### config.mk
export PLATFORM = sky130hd
export DESIGN_NAME = integer_gcd_unit_top
export DESIGN_NICKNAME = d
export VERILOG_FILES = /design/src/igcd_pkg.sv /design/src/igcd_dp.sv /design/src/igcd_ctrl.sv /design/src/integer_gcd_unit_top.sv
export VERILOG_INCLUDE_DIRS = /design/src /design/src/src
export SDC_FILE = /design/constraint.sdc
export NUM_CORES = 1
export LEC_CHECK = 0
export ABC_AREA = 1
export CORE_MARGIN = 4
export CORE_UTILIZATION = 30
export DETAILED_ROUTE_END_ITERATION = 8
export DONT_BUFFER_PORTS = 1
export SLEW_MARGIN = 20
export SYNTH_ARGS = -nofsm -noshare
export SYNTH_HDL_FRONTEND = slang
export SYNTH_SLANG_ARGS = --single-unit
### constraint.sdc
create_clock -name clk -period 6.85 [get_ports clk]
set_clock_uncertainty 0.1 [all_clocks]
set_input_delay 1.37 -clock clk [delete_from_list [all_inputs] [get_ports clk]]
set_output_delay 1.37 -clock clk [all_outputs]
set_load 0.005 [all_outputs]
### src/integer_gcd_unit_top_macros.svh
// Assertion helpers for the gcd unit; sampled on clk, idle while rst_n is low.
`ifndef INTEGER_GCD_UNIT_TOP_MACROS_SVH
`define INTEGER_GCD_UNIT_TOP_MACROS_SVH

// Consequent must hold in the same cycle as the antecedent.
`define IGCD_ASSERT_NOW(label, ante, cons, msg) \
    label: assert property (@(posedge clk) disable iff (!rst_n) (ante) |-> (cons)) \
        else $error(msg);

// Consequent must hold in the cycle after the antecedent.
`define IGCD_ASSERT_NEXT(label, ante, cons, msg) \
    label: assert property (@(posedge clk) disable iff (!rst_n) (ante) |=> (cons)) \
        else $error(msg);

`endif

### src/igcd_pkg.sv
package igcd_pkg;

    localparam int DATA_WIDTH  = 32;
    localparam int SHIFT_WIDTH = $clog2(DATA_WIDTH);

    typedef struct packed {
        logic signed [DATA_WIDTH-1:0] first_operand;
        logic signed [DATA_WIDTH-1:0] second_operand;
    } operand_t;

    typedef struct packed {
        logic [DATA_WIDTH-1:0] divisor;
        logic                  zero_operand;
    } result_t;

    typedef enum logic [2:0] {
        OP_HOLD       = 3'd0,
        OP_LOAD       = 3'd1,
        OP_HALVE_BOTH = 3'd2,
        OP_HALVE_A    = 3'd3,
        OP_HALVE_B    = 3'd4,
        OP_SUB        = 3'd5,
        OP_FINISH     = 3'd6
    } dp_op_t;

    typedef struct packed {
        dp_op_t op;
    } dp_cmd_t;

    typedef struct packed {
        logic a_zero;
        logic b_zero;
        logic a_even;
        logic b_even;
    } dp_status_t;

endpackage

### src/igcd_dp.sv
module igcd_dp (
    input  logic                clk,
    input  igcd_pkg::dp_cmd_t   cmd,
    input  igcd_pkg::operand_t  operands,
    output igcd_pkg::dp_status_t status,
    output igcd_pkg::result_t   result
);
    import igcd_pkg::*;

    logic [DATA_WIDTH-1:0]  a_reg, a_next;
    logic [DATA_WIDTH-1:0]  b_reg, b_next;
    logic [SHIFT_WIDTH-1:0] k_reg, k_next;
    logic                   zflag_reg, zflag_next;
    result_t                result_reg, result_next;

    logic [DATA_WIDTH-1:0]  mag_a;
    logic [DATA_WIDTH-1:0]  mag_b;
    logic [DATA_WIDTH:0]    diff;

    // Two's complement magnitude; the most negative value maps to 2^(W-1).
    assign mag_a = operands.first_operand[DATA_WIDTH-1]
                 ? (~operands.first_operand + 1'b1) : operands.first_operand;
    assign mag_b = operands.second_operand[DATA_WIDTH-1]
                 ? (~operands.second_operand + 1'b1) : operands.second_operand;

    assign diff = {1'b0, a_reg} - {1'b0, b_reg};

    always_comb
    begin
        a_next      = a_reg;
        b_next      = b_reg;
        k_next      = k_reg;
        zflag_next  = zflag_reg;
        result_next = result_reg;
        case (cmd.op)
            OP_LOAD:
            begin
                a_next     = mag_a;
                b_next     = mag_b;
                k_next     = '0;
                zflag_next = (mag_a == '0) || (mag_b == '0);
            end
            OP_HALVE_BOTH:
            begin
                a_next = a_reg >> 1;
                b_next = b_reg >> 1;
                k_next = k_reg + 1'b1;
            end
            OP_HALVE_A:
            begin
                a_next = a_reg >> 1;
            end
            OP_HALVE_B:
            begin
                b_next = b_reg >> 1;
            end
            OP_SUB:
            begin
                // Both odd: replace the larger by the difference.
                if (!diff[DATA_WIDTH])
                begin
                    a_next = diff[DATA_WIDTH-1:0];
                end
                else
                begin
                    b_next = b_reg - a_reg;
                end
            end
            OP_FINISH:
            begin
                result_next.divisor      = (a_reg | b_reg) << k_reg;
                result_next.zero_operand = zflag_reg;
            end
            default:
            begin
                a_next = a_reg;
            end
        endcase
    end

    always_ff @(posedge clk)
    begin
        a_reg      <= a_next;
        b_reg      <= b_next;
        k_reg      <= k_next;
        zflag_reg  <= zflag_next;
        result_reg <= result_next;
    end

    assign status.a_zero = (a_reg == '0);
    assign status.b_zero = (b_reg == '0);
    assign status.a_even = ~a_reg[0];
    assign status.b_even = ~b_reg[0];
    assign result        = result_reg;

endmodule

### src/igcd_ctrl.sv
module igcd_ctrl (
    input  logic                 clk,
    input  logic                 rst_n,
    input  logic                 start,
    input  igcd_pkg::dp_status_t status,
    output igcd_pkg::dp_cmd_t    cmd,
    output logic                 busy,
    output logic                 done
);
    import igcd_pkg::*;

    typedef enum logic [2:0] {
        S_IDLE = 3'b001,
        S_RUN  = 3'b010,
        S_OUT  = 3'b100
    } state_t;

    state_t state_reg, state_next;

    always_comb
    begin
        state_next = state_reg;
        cmd.op     = OP_HOLD;
        case (state_reg)
            S_IDLE, S_OUT:
            begin
                if (start)
                begin
                    cmd.op     = OP_LOAD;
                    state_next = S_RUN;
                end
                else
                begin
                    state_next = S_IDLE;
                end
            end
            S_RUN:
            begin
                if (status.a_zero || status.b_zero)
                begin
                    cmd.op     = OP_FINISH;
                    state_next = S_OUT;
                end
                else if (status.a_even && status.b_even)
                begin
                    cmd.op = OP_HALVE_BOTH;
                end
                else if (status.a_even)
                begin
                    cmd.op = OP_HALVE_A;
                end
                else if (status.b_even)
                begin
                    cmd.op = OP_HALVE_B;
                end
                else
                begin
                    cmd.op = OP_SUB;
                end
            end
            default:
            begin
                state_next = S_IDLE;
            end
        endcase
    end

    always_ff @(posedge clk or negedge rst_n)
    begin
        if (!rst_n)
        begin
            state_reg <= S_IDLE;
        end
        else
        begin
            state_reg <= state_next;
        end
    end

    assign busy = (state_reg == S_RUN);
    assign done = (state_reg == S_OUT);

endmodule

### src/integer_gcd_unit_top.sv
// Integer gcd unit: greatest common divisor of the magnitudes of two signed words.
//
// Input channel: drive operands and raise start; the beat is taken at the clock
// edge where start is high and busy is low. busy stays high while a beat is in work.
// Output channel: done is high for exactly one cycle and result is valid in that
// cycle only as far as the receiver is concerned; the receiver cannot stall, so
// sample it then.
//
// Method: binary (Stein) gcd on a shifter/subtractor datapath, one step a cycle:
// halve both while both are even (counting common factors of two), halve the even
// one, or subtract the smaller odd value from the larger. When one side hits zero
// the other side, shifted back by the common count, is the divisor.
// A zero operand gives the other magnitude with zero_operand set; two zeros give 0.
//
// Sequence: load the magnitudes, run the step loop until one side is zero, then
// register the result in a finish step and raise done. A new beat may be taken in
// the cycle done is high. Reset returns the controller to idle; no result is pending.
module integer_gcd_unit_top (
    input  logic               clk,
    input  logic               rst_n,
    input  logic               start,
    input  igcd_pkg::operand_t operands,
    output logic               busy,
    output logic               done,
    output igcd_pkg::result_t  result
);
    import igcd_pkg::*;

    dp_cmd_t    cmd;
    dp_status_t status;

    // Sequence the steps.
    igcd_ctrl u_ctrl (
        .clk    (clk),
        .rst_n  (rst_n),
        .start  (start),
        .status (status),
        .cmd    (cmd),
        .busy   (busy),
        .done   (done)
    );

    // Hold the working pair, the shift count and the result register.
    igcd_dp u_dp (
        .clk      (clk),
        .operands (operands),
        .cmd      (cmd),
        .status   (status),
        .result   (result)
    );

`include "integer_gcd_unit_top_macros.svh"

    `IGCD_ASSERT_NEXT(a_accept_busy, start && !busy, busy, "accepted beat did not start work")
    `IGCD_ASSERT_NEXT(a_done_single, done, !done, "done held longer than one cycle")
    `IGCD_ASSERT_NOW(a_nonzero_gcd, done, (result.divisor != '0) || result.zero_operand,
        "zero divisor without a zero operand")
    `IGCD_ASSERT_NOW(a_done_not_busy, done, !busy, "done raised while still busy")

endmodule

; ---- Yosys cells after proc, flatten, opt, wreduce, memory -nomap -nowiden
; Index checks and enable logic that the tools add are counted.
; Widths: inputs -> output; s select.
[word_totals]
ff_bits = 106
wordCells = 61
[classes]
addsub = 5
eq_ne = 12
shifts = 1
n_mux = 16
n_bitwise = 5
reduce_logical = 15
[op_table]
columns = operator, n
row1 = $pmux 32 s3, 2
row2 = $logic_not 32->1, 4
row3 = $mux 32, 4
row4 = $add 32x1->32 const B, 2
row5 = $not 32->32, 2
row6 = $sub 32x32->33, 1
row7 = $or 32x32->32, 1
row8 = $shl 32x5->32, 1
row9 = $sub 32x32->32, 1
row10 = $eq 3x3->1 const B, 4
row11 = $mux 3, 4
row12 = $pmux 3 s2, 2
row13 = $pmux 5 s2, 1
row14 = $eq 3x2->1 const B, 3
row15 = $eq 3x1->1 const B, 2
row16 = $reduce_bool 3->1, 2
row17 = $reduce_or 2->1, 3
row18 = $add 5x1->5 const B, 1
row19 = $ne 2x1->1 const B, 2
row20 = $reduce_and 2->1, 2
row21 = $logic_or 1x1->1, 2
row22 = $mux 1, 2
row23 = $mux 2, 1
row24 = $ne 2x2->1 const B, 1
row25 = other kinds (3), 4

; ---- Longest topological paths before layout
[depth]
depth_word = 9
depth_mapped = 16
mapped_depth_nobuf = 16

; ---- Hierarchy
; A second synthesis with hierarchy kept.
[hier_totals]
hier_cells = 2045
area_unflattened_um2 = 12778.5
[modules_own_cells]
columns = mod, instances, cells_per_inst, area_each_um2, seq_area_each_um2
row1 = igcd_dp, 1, 2013, 12559.5, 3093.0
row2 = igcd_ctrl, 1, 32, 219.0, 76.3

; ---- Least setup slack after synthesis
; Ideal clock, no wire load.
[synth_path]
path_type = input -> register
startpoint = in start
endpoint = reg u_dp.b_reg[0] (enable)
setup_ns = 0.561
t_arrival_ns = 2.842
required_time_ns = 6.189
slack_ns = 3.347
path_stages = 9
n_path_buf = 1
cell_sequence = nand2_4 > inv_2 > a31oi_4 > inv_4 > nand2_2 > nor2_4 > buf_2 > nand2_1 > nand3_1
[synth_via]
elab_chain_cells = 6
[synth_lines]
columns = item, line_no
row1 = start: declaration, integer_gcd_unit_top.sv:21  ; input logic start,
row2 = $mux 1 (*), igcd_ctrl.sv:27  ; if (start)
row3 = $pmux 3 s2 (*), igcd_ctrl.sv:24  ; case (state_reg)
row4 = $eq 3x3->1 or $eq 3x2->1 (tied branches), igcd_dp.sv:35  ; case (cmd.op)
row5 = $reduce_or 2->1 (no line), --
row6 = $reduce_bool 3->1 (no line), --
row7 = $reduce_and 2->1 (no line) (*), --
row8 = end signal: assignment, igcd_dp.sv:84  ; b_reg <= b_next;
row9 = end: declaration, igcd_dp.sv:11  ; logic [DATA_WIDTH-1:0] b_reg, b_next;
; Mark *: on every way between the ends. The rest lies on a longest branch, timed or not.
; A chain may end at the register's enable or synchronous reset.

; ---- Final worst setup path
[layout_path]
startpoint = reg u_dp.a_reg[0]
endpoint = reg u_dp.b_reg[8] (enable)
[layout_via]
elab_chain_cells = 9
[layout_lines]
columns = item, line_no
row1 = start: declaration, igcd_dp.sv:10  ; logic [DATA_WIDTH-1:0] a_reg, a_next;
row2 = start signal: assignment, igcd_dp.sv:83  ; a_reg <= a_next;
row3 = branches (longest 8 deep; another with $sub 32x32->33), --
row4 = $reduce_and 2->1 (no line) (*), --
; Mark *: on every way between the ends.

==> results.yml <==
power:
  power.total_mw: 6.20
  p_leak_nw: 6.30
  vdd.ir_drop.worst_mv: 0.184
  power.density_nw_per_um2: 452
worst_setup_path:
  endpoint_kind: "register"
  slowest_stage: "nand3_1"
  slowest_delay_ns: 0.62
  worstReg2RegStart: "u_dp.a_reg[0]$_DFFE_PP_"
  cpMostUsedCell: "nand2_1"
  crit_path_start: "u_dp.a_reg[0]$_DFFE_PP_"
  critPathMaxFanout: 19
  reg2reg_setup_slack_ns: 2.94
  worstSetupEndpoint: "u_dp.b_reg[8]$_DFFE_PP_"
  crit_type: "register to register"
  worstPathRequired_ns: 6.79
  worstPathArrival_ns: 3.85
  regToRegEndpoint: "u_dp.b_reg[8]$_DFFE_PP_"
  crit_path_cell_trace: "inv_1, ha_1, inv_1, fa_1, nand2_1, nand2_1, nand2_1, o211ai_1, a21oi_1, nor3_1, nor2_1, nand2_1, nand3_1, buf_4"
  r2r_cells: 14
  crit_path_start_kind: "register"
sta:
  setup_viol: 0
  worst_pin_slew_ns: 0.977
  finalWorstSetupSlack_ns: 2.94
  fin_hold_ws_ns: 0.407
  slew-limit-headroom: 0.349
  fin_crit_ns: 3.91
  fmax_mhz: 256
  hold_viol: 0
  timing.final.crit_share: 0.571
  tns_ns: 0
  slew_viol_final: 0
  rsz0062_at_grt: "false"
route:
  avgRoutedWirePerCell_um: 19.1
  drtPass1Iterations: 6
  drt_wl_total_mm: 49.2
  routed-via-count: 13400
  drc: 0
  ant_nets: 0
  drt_iter0_markers: 1422
  via_per_inst: 5.23
floorplan:
  die_x_um: 216
  ios: 102
  die_y_um: 216
  dieArea_um2: 46500
  fp-row-count: 75
  core_um2: 42300
  initial_core_util: 0.306
cells_and_area:
  final_core_util: 0.324
  finish.net_count: 2158
  final_area_um2: 13700
  syn2layout_area_growth_pct: 6.09
  fin_cells: 2571
  diodes: 0
  largest_reg_flops: 33
  drive_above_1_share: 0.0481
min_path:
  min_path_type: "register to register"
synth:
  synth_async_sr_flop_share: 0.0283
  synth_cell_types: 50
  ys_seq_area_frac: 0.245
  post-synth-top-count-cell: "nand2_1"
  ys_seq_elements: 106
  synth_cells: 2023
  synth_common_cells: "nand2_1 (594), inv_1 (266), nor2_1 (248), nand3_1 (152), o21ai_0 (138)"
  yosys_warnings: 0
  synthTopCellsByArea: "edfxtp_1 (24%), nand2_1 (17%), ha_1 (9.7%)"
  netlist_area_um2: 12900
  synthesis.nets: 2192
  synth_edf_count: 103
  syn_area_per_cell_um2: 6.39
  synth_flop_cell: "edfxtp_1"
  yosys.area.top_type: "edfxtp_1"
  synth_top_area_frac: 0.239
grt:
  overflow: 0
  grt_max_degree: 48
  antenna_found_initial: 0
  track_usage: 0.206
  grt_pass1_vias: 12900
  grt_pass1_wl_mm: 75.6
run_status:
  status: "completed"
cts:
  holdBufCountCts: 0
  cts_buffers: 9
  cts_tree: "built"
  insertion_delay_ns: 0.38
  clock_sinks: 106
  postCtsSetupBuffers: 0
  post_cts_resized: 0
  htree_levels: 3
  clock-root-buffer: "clkbuf_16"
  path_clk_slew_ns: 0.09
  cts.path.max_buffers: 2
placement:
  dp_cells: 2555
  routabilityCongestion: 1.08
  place_area_um2: 13400
  port_buffers: 0
  preCtsSetupSlack_ns: 2.66
  hpwl_mm: 41.1
flow_run:
  drv_cap: 0
cells by family after synthesis:
family	count (synthesis)	share of synthesized area
AO/OA/AOI/OAI	336	0.153
flip-flops	106	0.245
AND/OR/NAND/NOR	1097	0.362
XOR/XNOR	36	0.0244
buffers and inverters	330	0.103
multiplexers	16	0.0124
adder cells (fa/ha/maj)	102	0.0998
routing by layer:
layer | global-route usage | part of all wire | vias up
met5 | 0 | 0 | -
met4 | 0.0554 | 0.031 | 0
met3 | 0.0311 | 0.087 | 80
met2 | 0.329 | 0.43 | 611
met1 | 0.291 | 0.45 | 6211
li1 | - | - | 6540
cells in the final DEF, fill, tap and decap left out, types with 33 or more instances in the layout:
master    netlist  layout
edfxtp_1      103     103
nand3_1       152     152
nand4_1        36      36
xor2_1         33      33
a21oi_1       101     101
o211ai_1       37      37
nor2_1        248     247
nand2_1       594     594
ha_1          100     100
o21ai_0       138     138
inv_1         266     265
where the power goes:
group	internal, mW	switching [mW]	leakage, nW	total (mW)
logic	1.25	3.20	5.14	4.45
clock network	0.288	0.281	0.148	0.569
registers	1.02	0.165	1.00	1.18
worst min-delay path by stage:
stage / end / depth (start not counted) / from / slack (ns)
global placement: u_dp.result[0]$_DFFE_PN_ / 0 / u_dp.zflag_reg$_DFFE_PP_ / 0.38
finish: u_dp.result[0]$_DFFE_PN_ / 0 / u_dp.zflag_reg$_DFFE_PP_ / 0.41
CTS: u_dp.result[0]$_DFFE_PN_ / 0 / u_dp.zflag_reg$_DFFE_PP_ / 0.40
detailed placement: u_dp.result[0]$_DFFE_PN_ / 0 / u_dp.zflag_reg$_DFFE_PP_ / 0.37
floorplan: u_dp.result[0]$_DFFE_PN_ / 0 / u_dp.zflag_reg$_DFFE_PP_ / 0.30
global route: u_dp.result[0]$_DFFE_PN_ / 0 / u_dp.zflag_reg$_DFFE_PP_ / 0.41
worst max-delay path: cells and delay by family, from the launching register on:
family                     cells  cell delay [ns]
buffers and inverters          3             0.70
AOI/OAI and AO/OA              2             0.50
DFF                            1             0.41
adders and majority gates      2             0.62
and+or+nand+nor                7             1.24
layout make-up:
cell class / instances / area [um^2]
clock buffers: 9 / 225
clock inverters: 7 / 73.8
fillers: 4671 / 28600
inverters: 278 / 1050
multi-input cells: 1587 / 8430
flip-flops and latches: 106 / 3170
well taps: 577 / 722
repair buffers: 7 / 52.6
(Power assumes the default switching activity.)
